[config.mk]
export PLATFORM = sky130hd
export DESIGN_NAME = length_header_parser
export DESIGN_NICKNAME = d
export VERILOG_FILES = /design/src/lhp_pkg.sv /design/src/lhp_parser.sv /design/src/lhp_outq.sv /design/src/length_header_parser.sv
export SDC_FILE = /design/constraint.sdc
export NUM_CORES = 1
export LEC_CHECK = 0
export ABC_AREA = 1
export BUFFER_PORTS_ARGS = -buffer_cell sky130_fd_sc_hd__buf_2
export CAP_MARGIN = 10
export CORE_ASPECT_RATIO = 1.4
export CORE_MARGIN = 4
export CORE_UTILIZATION = 55
export CTS_CLUSTER_DIAMETER = 50
export DETAILED_ROUTE_END_ITERATION = 8
export PLACE_DENSITY_LB_ADDON = 0.3
export SLEW_MARGIN = 30
export SYNTH_ARGS = -nofsm -noshare
export SYNTH_HDL_FRONTEND = slang
export SYNTH_SLANG_ARGS = --single-unit
[constraint.sdc]
create_clock -name clk_i -period 5.3 [get_ports clk_i]
set_input_delay 0.53 -clock clk_i [delete_from_list [all_inputs] [get_ports clk_i]]
set_output_delay 0.53 -clock clk_i [all_outputs]
set_load 0.005 [all_outputs]
[src/lhp_pkg.sv]
// Shared types and constants for the length header parser.
// Holds the parse phase encoding, character codes and the result record.
// No dependencies.
package lhp_pkg;

  // Parse phases of the header scanner.
  typedef enum logic [2:0] {
    PH_KEY0 = 3'd0,  // expect the first digit of a key, or '#'
    PH_KEY  = 3'd1,  // inside the key digits
    PH_VAL0 = 3'd2,  // expect the first digit of a value
    PH_VAL  = 3'd3,  // inside the value digits
    PH_BODY = 3'd4   // header done, counting body bytes
  } phase_e;

  // Characters of the header syntax.
  localparam logic [7:0] CH_ZERO  = 8'h30;  // '0'
  localparam logic [7:0] CH_NINE  = 8'h39;  // '9'
  localparam logic [7:0] CH_HASH  = 8'h23;  // '#'
  localparam logic [7:0] CH_DASH  = 8'h2D;  // '-'
  localparam logic [7:0] CH_COMMA = 8'h2C;  // ','

  // Result kinds.
  localparam logic KIND_PAIR    = 1'b0;
  localparam logic KIND_VERDICT = 1'b1;

  // Width of the length fields on the result stream.
  localparam int unsigned OUT_LEN_W = 24;

  // Result queue geometry.
  localparam int unsigned Q_DEPTH = 4;
  localparam int unsigned Q_PTR_W = 2;
  localparam int unsigned Q_CNT_W = 3;

  // One result item as it waits in the queue.
  typedef struct packed {
    logic                 kind;
    logic [OUT_LEN_W-1:0] key_length;
    logic [OUT_LEN_W-1:0] value_length;
    logic                 format_ok;
    logic                 run_end;
  } result_t;

  // What one parsed byte hands to the result queue.
  typedef struct packed {
    logic                 pair_valid;
    logic                 verdict_valid;
    logic [OUT_LEN_W-1:0] key_length;
    logic [OUT_LEN_W-1:0] value_length;
    logic                 format_ok;
  } push_t;

endpackage

[src/lhp_parser.sv]
// Header scanner of the length header parser: phase, accumulators and counters.
// Decides per byte which results to emit. Depends on lhp_pkg.
module lhp_parser
  import lhp_pkg::*;
#(
  parameter int unsigned LEN_BITS   = 24,
  parameter int unsigned COUNT_BITS = 32
) (
  input  logic       clk_i,
  input  logic       rst_ni,
  input  logic       step_i,
  input  logic [7:0] byte_i,
  input  logic       last_i,
  output push_t      push_o
);

  localparam int unsigned MAC_W = LEN_BITS + 4;
  localparam int unsigned SUM_W = ((LEN_BITS > COUNT_BITS) ? LEN_BITS : COUNT_BITS) + 1;

  phase_e                phase_q, phase_d;
  logic [LEN_BITS-1:0]   key_q, key_d;
  logic [LEN_BITS-1:0]   value_q, value_d;
  logic [COUNT_BITS-1:0] needed_q, needed_d;
  logic [COUNT_BITS-1:0] body_q, body_d;
  logic                  err_q, err_d;

  logic                          is_digit;
  logic [3:0]                    digit;
  logic [LEN_BITS-1:0]           acc_src;
  logic [MAC_W-1:0]              acc_ext;
  logic [MAC_W-1:0]              mac;
  logic                          mac_ovf;
  logic [SUM_W-1:0]              sum;
  logic                          sum_ovf;
  logic [COUNT_BITS-1:0]         needed_add;
  logic [COUNT_BITS-1:0]         body_inc;
  logic                          ok_cmp;
  logic [LEN_BITS+OUT_LEN_W-1:0] key_ext;
  logic [LEN_BITS+OUT_LEN_W-1:0] value_ext;

  always_comb begin
    is_digit = (byte_i >= CH_ZERO) && (byte_i <= CH_NINE);
    digit    = byte_i[3:0];

    // One shared times-ten accumulate and one shared length adder.
    acc_src = (phase_q == PH_KEY) ? key_q : value_q;
    acc_ext = MAC_W'(acc_src);
    mac     = (acc_ext << 3) + (acc_ext << 1) + MAC_W'(digit);
    mac_ovf = |mac[MAC_W-1:LEN_BITS];

    sum        = SUM_W'(needed_q) + SUM_W'(acc_src);
    sum_ovf    = |sum[SUM_W-1:COUNT_BITS];
    needed_add = sum_ovf ? '1 : sum[COUNT_BITS-1:0];

    body_inc = (&body_q) ? body_q : body_q + 1'b1;

    phase_d  = phase_q;
    key_d    = key_q;
    value_d  = value_q;
    needed_d = needed_q;
    body_d   = body_q;
    err_d    = err_q;
    push_o   = '0;

    if (!err_q) begin
      case (phase_q)
        PH_KEY0: begin
          if (is_digit) begin
            key_d   = LEN_BITS'(digit);
            phase_d = PH_KEY;
          end else if (byte_i == CH_HASH) begin
            phase_d = PH_BODY;
          end else begin
            err_d = 1'b1;
          end
        end
        PH_KEY: begin
          if (is_digit) begin
            if (mac_ovf) err_d = 1'b1;
            else         key_d = mac[LEN_BITS-1:0];
          end else if (byte_i == CH_DASH) begin
            needed_d = needed_add;
            err_d    = sum_ovf;
            phase_d  = PH_VAL0;
          end else begin
            err_d = 1'b1;
          end
        end
        PH_VAL0: begin
          if (is_digit) begin
            value_d = LEN_BITS'(digit);
            phase_d = PH_VAL;
          end else begin
            err_d = 1'b1;
          end
        end
        PH_VAL: begin
          if (is_digit) begin
            if (mac_ovf) err_d   = 1'b1;
            else         value_d = mac[LEN_BITS-1:0];
          end else begin
            // The value's digit run ends here: the pair goes out even if the
            // running sum overflows.
            push_o.pair_valid = 1'b1;
            needed_d          = needed_add;
            err_d             = sum_ovf;
            if (byte_i == CH_COMMA)     phase_d = PH_KEY0;
            else if (byte_i == CH_HASH) phase_d = PH_BODY;
            else                        err_d   = 1'b1;
          end
        end
        PH_BODY: begin
          body_d = body_inc;
        end
        default: begin
          err_d = 1'b1;
        end
      endcase
    end

    // The pair reports the value as it stands after this byte, including a
    // first value digit that arrives on the last byte of the stream.
    key_ext   = (LEN_BITS + OUT_LEN_W)'(key_q);
    value_ext = (LEN_BITS + OUT_LEN_W)'(value_d);

    // Body length check. Body bytes are counted only in the body phase, so on
    // entering it the count is zero and the check reduces to a zero total.
    // A zero sum of two lengths means both were zero, so no adder sits here.
    case (phase_q)
      PH_BODY: ok_cmp = (body_inc >= needed_q);
      PH_VAL:  ok_cmp = (needed_q == '0) && (value_q == '0);
      default: ok_cmp = (needed_q == '0);
    endcase

    if (last_i) begin
      if (!err_d && (phase_d == PH_VAL)) push_o.pair_valid = 1'b1;
      push_o.verdict_valid = 1'b1;
      push_o.format_ok     = !err_d && (phase_d == PH_BODY) && ok_cmp;
      // The stream is over: back to the start for the next one.
      phase_d  = PH_KEY0;
      key_d    = '0;
      value_d  = '0;
      needed_d = '0;
      body_d   = '0;
      err_d    = 1'b0;
    end

    push_o.key_length   = key_ext[OUT_LEN_W-1:0];
    push_o.value_length = value_ext[OUT_LEN_W-1:0];

    if (!step_i) begin
      push_o.pair_valid    = 1'b0;
      push_o.verdict_valid = 1'b0;
    end
  end

  always_ff @(posedge clk_i or negedge rst_ni) begin
    if (!rst_ni) begin
      phase_q  <= PH_KEY0;
      key_q    <= '0;
      value_q  <= '0;
      needed_q <= '0;
      body_q   <= '0;
      err_q    <= 1'b0;
    end else if (step_i) begin
      phase_q  <= phase_d;
      key_q    <= key_d;
      value_q  <= value_d;
      needed_q <= needed_d;
      body_q   <= body_d;
      err_q    <= err_d;
    end
  end

endmodule

[src/lhp_outq.sv]
// Result queue of the length header parser: four entries, up to two writes
// per cycle, one read per cycle. Depends on lhp_pkg.
module lhp_outq
  import lhp_pkg::*;
(
  input  logic    clk_i,
  input  logic    rst_ni,
  input  push_t   push_i,
  input  logic    pop_i,
  output result_t head_o,
  output logic    valid_o,
  output logic    room_o
);

  result_t              mem_q [Q_DEPTH];
  logic [Q_PTR_W-1:0]   wr_q, wr_d;
  logic [Q_PTR_W-1:0]   rd_q, rd_d;
  logic [Q_CNT_W-1:0]   cnt_q, cnt_d;
  logic [1:0]           n_push;
  logic [Q_PTR_W-1:0]   wr_next;
  result_t              pair_res;
  result_t              verdict_res;
  result_t              first_res;

  always_comb begin
    pair_res.kind         = KIND_PAIR;
    pair_res.key_length   = push_i.key_length;
    pair_res.value_length = push_i.value_length;
    pair_res.format_ok    = 1'b0;
    pair_res.run_end      = !push_i.verdict_valid;

    verdict_res.kind         = KIND_VERDICT;
    verdict_res.key_length   = '0;
    verdict_res.value_length = '0;
    verdict_res.format_ok    = push_i.format_ok;
    verdict_res.run_end      = 1'b1;

    first_res = push_i.pair_valid ? pair_res : verdict_res;
    n_push    = {1'b0, push_i.pair_valid} + {1'b0, push_i.verdict_valid};
    wr_next   = wr_q + 1'b1;

    wr_d  = wr_q + n_push[Q_PTR_W-1:0];
    rd_d  = pop_i ? rd_q + 1'b1 : rd_q;
    cnt_d = cnt_q + Q_CNT_W'(n_push) - Q_CNT_W'(pop_i);
  end

  assign head_o  = mem_q[rd_q];
  assign valid_o = (cnt_q != '0);
  // Room for the two results a byte can cause, without looking at the pop.
  assign room_o  = (cnt_q <= Q_CNT_W'(Q_DEPTH - 2));

  always_ff @(posedge clk_i) begin
    if (n_push != 2'd0) mem_q[wr_q] <= first_res;
    if (n_push == 2'd2) mem_q[wr_next] <= verdict_res;
  end

  always_ff @(posedge clk_i or negedge rst_ni) begin
    if (!rst_ni) begin
      wr_q  <= '0;
      rd_q  <= '0;
      cnt_q <= '0;
    end else begin
      wr_q  <= wr_d;
      rd_q  <= rd_d;
      cnt_q <= cnt_d;
    end
  end

endmodule

[src/length_header_parser.sv]
// Top level of the length header parser: input register, header scanner and
// result queue. Depends on lhp_pkg, lhp_parser and lhp_outq.
//
//  Channel  Direction  Signals                          Transaction
//  -------  ---------  -------------------------------  ---------------------------
//  s_axis   in         tvalid tready tdata[7:0] tlast   one stream byte
//  m_axis   out        tvalid tready tdata[55:0] tlast  one length pair or verdict
//                      tuser
//
// A byte is taken into the input register and scanned while it sits there,
// as soon as the queue has room; its results enter the queue at the end of the
// cycle in which it is scanned and are offered from the queue. The scanner
// handles one byte per cycle while the queue has room; the output drains one
// result per cycle while tready is high, and a byte that ends a value on the
// last byte of the stream causes two results. The scanner moves on while the
// four-entry result queue holds at most two results, and the input register
// takes a new byte whenever it is empty or its byte is scanned, which keeps
// bytes flowing while results wait.
// Reset (rst_ni low) returns the scanner to the start of a stream and empties
// the queue; after each verdict the scanner also restarts on its own.
module length_header_parser
  import lhp_pkg::*;
#(
  parameter int unsigned LEN_BITS   = 24,
  parameter int unsigned COUNT_BITS = 32
) (
  input  logic        clk_i,
  input  logic        rst_ni,
  input  logic        s_axis_tvalid_i,
  output logic        s_axis_tready_o,
  input  logic [7:0]  s_axis_tdata_i,   // [7:0] data_byte
  input  logic        s_axis_tlast_i,   // end_of_data
  output logic        m_axis_tvalid_o,
  input  logic        m_axis_tready_i,
  output logic [55:0] m_axis_tdata_o,   // [23:0] key_length, [47:24] value_length,
                                        // [48] format_ok, [55:49] zero
  output logic        m_axis_tlast_o,   // run_end: last result of its byte
  output logic        m_axis_tuser_o    // kind: 0 length pair, 1 verdict
);

  // Input register: one byte waiting for the scanner.
  logic       in_valid_q, in_valid_d;
  logic [7:0] in_byte_q;
  logic       in_last_q;

  logic    s_fire;
  logic    step;
  logic    room;
  logic    pop;
  push_t   push;
  result_t head;

  // The scanner advances when a byte is held and the queue can take both
  // results that the byte might cause.
  assign step            = in_valid_q && room;
  assign s_axis_tready_o = !in_valid_q || step;
  assign s_fire          = s_axis_tvalid_i && s_axis_tready_o;

  always_comb begin
    in_valid_d = in_valid_q;
    if (s_fire)    in_valid_d = 1'b1;
    else if (step) in_valid_d = 1'b0;
  end

  always_ff @(posedge clk_i or negedge rst_ni) begin
    if (!rst_ni) begin
      in_valid_q <= 1'b0;
    end else begin
      in_valid_q <= in_valid_d;
    end
  end

  // Payload needs no reset.
  always_ff @(posedge clk_i) begin
    if (s_fire) begin
      in_byte_q <= s_axis_tdata_i;
      in_last_q <= s_axis_tlast_i;
    end
  end

  lhp_parser #(
    .LEN_BITS   (LEN_BITS),
    .COUNT_BITS (COUNT_BITS)
  ) u_parser (
    .clk_i  (clk_i),
    .rst_ni (rst_ni),
    .step_i (step),
    .byte_i (in_byte_q),
    .last_i (in_last_q),
    .push_o (push)
  );

  assign pop = m_axis_tvalid_o && m_axis_tready_i;

  lhp_outq u_outq (
    .clk_i   (clk_i),
    .rst_ni  (rst_ni),
    .push_i  (push),
    .pop_i   (pop),
    .head_o  (head),
    .valid_o (m_axis_tvalid_o),
    .room_o  (room)
  );

  assign m_axis_tdata_o = {7'b0, head.format_ok, head.value_length, head.key_length};
  assign m_axis_tlast_o = head.run_end;
  assign m_axis_tuser_o = head.kind;

  // A verdict always closes the results of its byte.
  a_verdict_last : assert property (@(posedge clk_i) disable iff (!rst_ni)
    m_axis_tvalid_o && (m_axis_tuser_o == KIND_VERDICT) |-> m_axis_tlast_o)
    else $error("verdict result without run end");

  // A pair that is not the last result of its byte is followed by the verdict.
  a_pair_then_verdict : assert property (@(posedge clk_i) disable iff (!rst_ni)
    pop && (m_axis_tuser_o == KIND_PAIR) && !m_axis_tlast_o
    |=> m_axis_tvalid_o && (m_axis_tuser_o == KIND_VERDICT))
    else $error("pair without run end not followed by its verdict");

  // Length pairs never carry a verdict bit.
  a_pair_no_ok : assert property (@(posedge clk_i) disable iff (!rst_ni)
    m_axis_tvalid_o && (m_axis_tuser_o == KIND_PAIR) |-> !m_axis_tdata_o[48])
    else $error("length pair with format_ok set");

  // A held byte that the scanner did not take stays in the input register.
  a_in_hold : assert property (@(posedge clk_i) disable iff (!rst_ni)
    in_valid_q && !step |=> in_valid_q && $stable(in_byte_q) && $stable(in_last_q))
    else $error("input register lost a byte");

endmodule
==> impl_metrics.py <==
metrics = {
    "timing": {
        "finalSetupViolCount": 0,
        "relSlewSlack_pct": 36.73,
        "drv_slew": 0,
        "setup_tns_ps": 0,
        "worstMarginPinSlew_ps": 945.6,
        "skew_ps": 14.26,
        "final-hold-violation-count": 0,
        "min_period_over_period_pct": 94.40,
        "min_period_ps": 5003,
        "fmax_mhz": 199.9,
    },
    "final_layout": {
        "seq_area_um2": 7500,
        "final_util_pct": 62.54,
        "n_antenna_cell": 0,
        "drive_above_1_share_pct": 8.430,
        "nNetsFinal": 2959,
        "multi_input_area_um2": 10660,
        "fillers": 3238,
        "synthToLayoutAreaGrowth_pct": 12.02,
    },
    "global_routing": {
        "grt_pass1_vias": 18934,
        "grt_overflow": 0,
        "grt_pass1_wl_mm": 100.3,
        "grt_max_degree": 104,
        "antenna_found_initial": 2,
        "grt_use_total_pct": 31.80,
    },
    "critical_path": {
        "crit_cells": 28,
        "cp_data_required_time_ps": 5730,
        "critPathMostFrequentCell": "nand2_1",
        "cp-startpoint": "u_parser.phase_q[1]",
        "r2r-start": "u_parser.phase_q[1]",
        "startpoint_type": "flip-flop",
        "endpoint_kind": "flip-flop",
        "slowest_stage": "dfrtp_1",
        "path_class": "reg -> reg",
        "slowest_delay_ps": 420,
        "crit_buf_inv": 7,
        "crit_arrival_ps": 5430,
        "critPathTopFamily": "simple AND/OR/NAND/NOR gates",
        "critPathMaxFanout": 27,
        "r2r_cells": 28,
    },
    "power": {
        "p_per_area_nw_per_um2": 393.6,
        "p_leak_nw": 10.40,
        "totalPowerFinal_mw": 8.631,
        "vdd_drop_max_uv": 281.9,
    },
    "clock_tree": {
        "cts_htree_levels": 2,
        "clk_latency_ps": 550,
        "path_clk_slew_ps": 70,
        "clock_sinks": 337,
        "numCtsBuffers": 38,
        "root_buffer": "clkbuf_16",
        "clockBufferDepth": 3,
        "cts_tree": "built",
    },
    "die": {
        "fp.dieArea_um2": 38720,
        "rows": 81,
        "dieWidth_um": 167.5,
        "start_util_pct": 55.83,
        "core_um2": 35070,
        "die-height_um": 231.2,
        "ios": 73,
    },
    "synth": {
        "ys_types": 47,
        "synth_top_area_share_pct": 20.45,
        "synthTopCellsByArea": "dfxtp_1 (20%), dfrtp_1 (16%), nand2_1 (15%)",
        "synth_top_cell_by_area": "dfxtp_1",
        "synth-edff-count": 13,
        "synthesis.area_um2": 19580,
        "synthCells": 2779,
        "synthFlopType": "dfxtp_1",
        "synth-seq-cells": 337,
        "yosysSeqAreaShare_pct": 38.30,
        "syn-mean-instance-area_um2": 7.044,
        "async_flop_share_pct": 36.80,
        "ys_warn_count": 0,
    },
    "min_path": {
        "hold_class": "in -> reg",
        "min_from": "s_axis_tdata_i[2]",
        "hold_depth": 1,
    },
    "outcome": {
        "status": "finished clean",
    },
    "route": {
        "ant_nets": 0,
        "vias": 19583,
        "drt_pass1_iterations": 6,
        "via_per_inst": 5.907,
        "post_drt_wl_per_cell_um": 19.23,
        "drc": 0,
        "drt_iter0_drc": 2140,
        "wl_mm": 63.75,
    },
    "placed_design": {
        "place_hpwl_mm": 45.36,
        "place.gp.congestion": 0.9839,
        "port_buffers": 65,
    },
    "job": {
        "cap_violations": 0,
    },
}
metrics by stage:
step | hold slack [ps] | instances | area, µm² | worst slack, ps
after floorplan | 234.4 | 2785 | 19600 | -112.9
after global placement | 383.9 | 3235 | 20410 | -304.6
after detailed placement | 384.0 | 3235 | 20410 | -304.8
after CTS | 151.4 | 3304 | 21690 | 8.577
after global routing | 160.1 | 3315 | 21930 | -61.72
final | 168.4 | 3315 | 21930 | 296.5
power breakdown:
| group | internal, mW | total, mW | switching [mW] |
|---|---|---|---|
| clock | 1.56 | 2.68 | 1.12 |
| sequential | 2.71 | 2.86 | 0.145 |
| combinational | 0.971 | 3.09 | 2.12 |
per-layer routing:
layer	vias to the layer above	wire length (µm)	global-route usage (%)
met3	214	3961	3.822
met1	9243	24010	37.45
met4	4	4821	20.58
met2	808	30940	54.67
li1	9314	-	-
met5	-	23	0
state kept, by name, indices dropped and copies added (netlist names), 2 cells and up:
signal and flops:
u_outq.mem_q 204, u_parser.body_q 32, u_parser.needed_q 32, u_parser.key_q 24, u_parser.value_q 24, in_byte_q 8
u_outq.cnt_q 3, u_parser.phase_q 3, u_outq.rd_q 2, u_outq.wr_q 2
layout make-up:
| cell class | instances | share of cell area [%] |
|---|---|---|
| multi-input combinational | 2049 | 48.59 |
| sequential | 337 | 34.20 |
| clock inverter | 14 | 0.7132 |
| inverter | 278 | 4.844 |
| clock buffer | 54 | 5.027 |
| timing repair buffer | 127 | 4.022 |
| tap | 456 | 2.602 |
synthesized netlist by cell type (all sizes together), types with 16 or more instances:
library cell and count:
o21ai 370, nand3 155, buf 30, xnor2 18, o211ai 16, nor3 36
clkbuf 93, dfxtp 200, nor2 243, o22ai 69, ha 111, xor2 43
nand4 55, dfrtp 124, nand2 770, inv 277, a21oi 87
layout by cell type, fill, tap and decap left out, types with 43 or more instances in the layout:
master and n:
nand2_1 766, o21ai_0 327, inv_1 266, nor2_1 237, dfxtp_1 200, nand3_1 153
dfrtp_1 122, ha_1 111, a21oi_1 85, o22ai_1 69, buf_2 64, nand4_1 55
buf_4 53, xor2_1 43
repair_timing:
action / in CTS / in global routing
setup buffers: 0 / 9
endpoints found under the hold margin: 8 / 0
gates cloned: 0 / 2
pin swaps: 0 / 1
gates resized for setup: 9 / 44
setup endpoints to repair: 138 / 196
hold buffers: 1 / 0
logic make-up (layout without fill, tap and decap cells):
kind of cell	after synthesis	after routing	synth area share, %
xor+xnor	61	61	2.729
flops	337	337	38.30
buf+inv	401	473	8.207
other cells	1	7	0.01916
fa+ha+maj	115	115	7.504
simple gates	1281	1283	27.11
compound gates	583	583	16.14
path summary, 6_finish.rpt:
path | slack (ps) | endpoint
worst min-delay path | 170 | in_byte_q[2]
min in group asynchronous | 360 | u_parser.needed_q[8]
worst max register to register | 300 | u_outq.mem_q[2][18]
worst max-delay path | 300 | u_outq.mem_q[2][18]
worst min register to register | 450 | u_outq.mem_q[2][23]
max in group asynchronous | 3980 | u_outq.rd_q[0]
No activity file was read; power rests on OpenSTA's default activity.
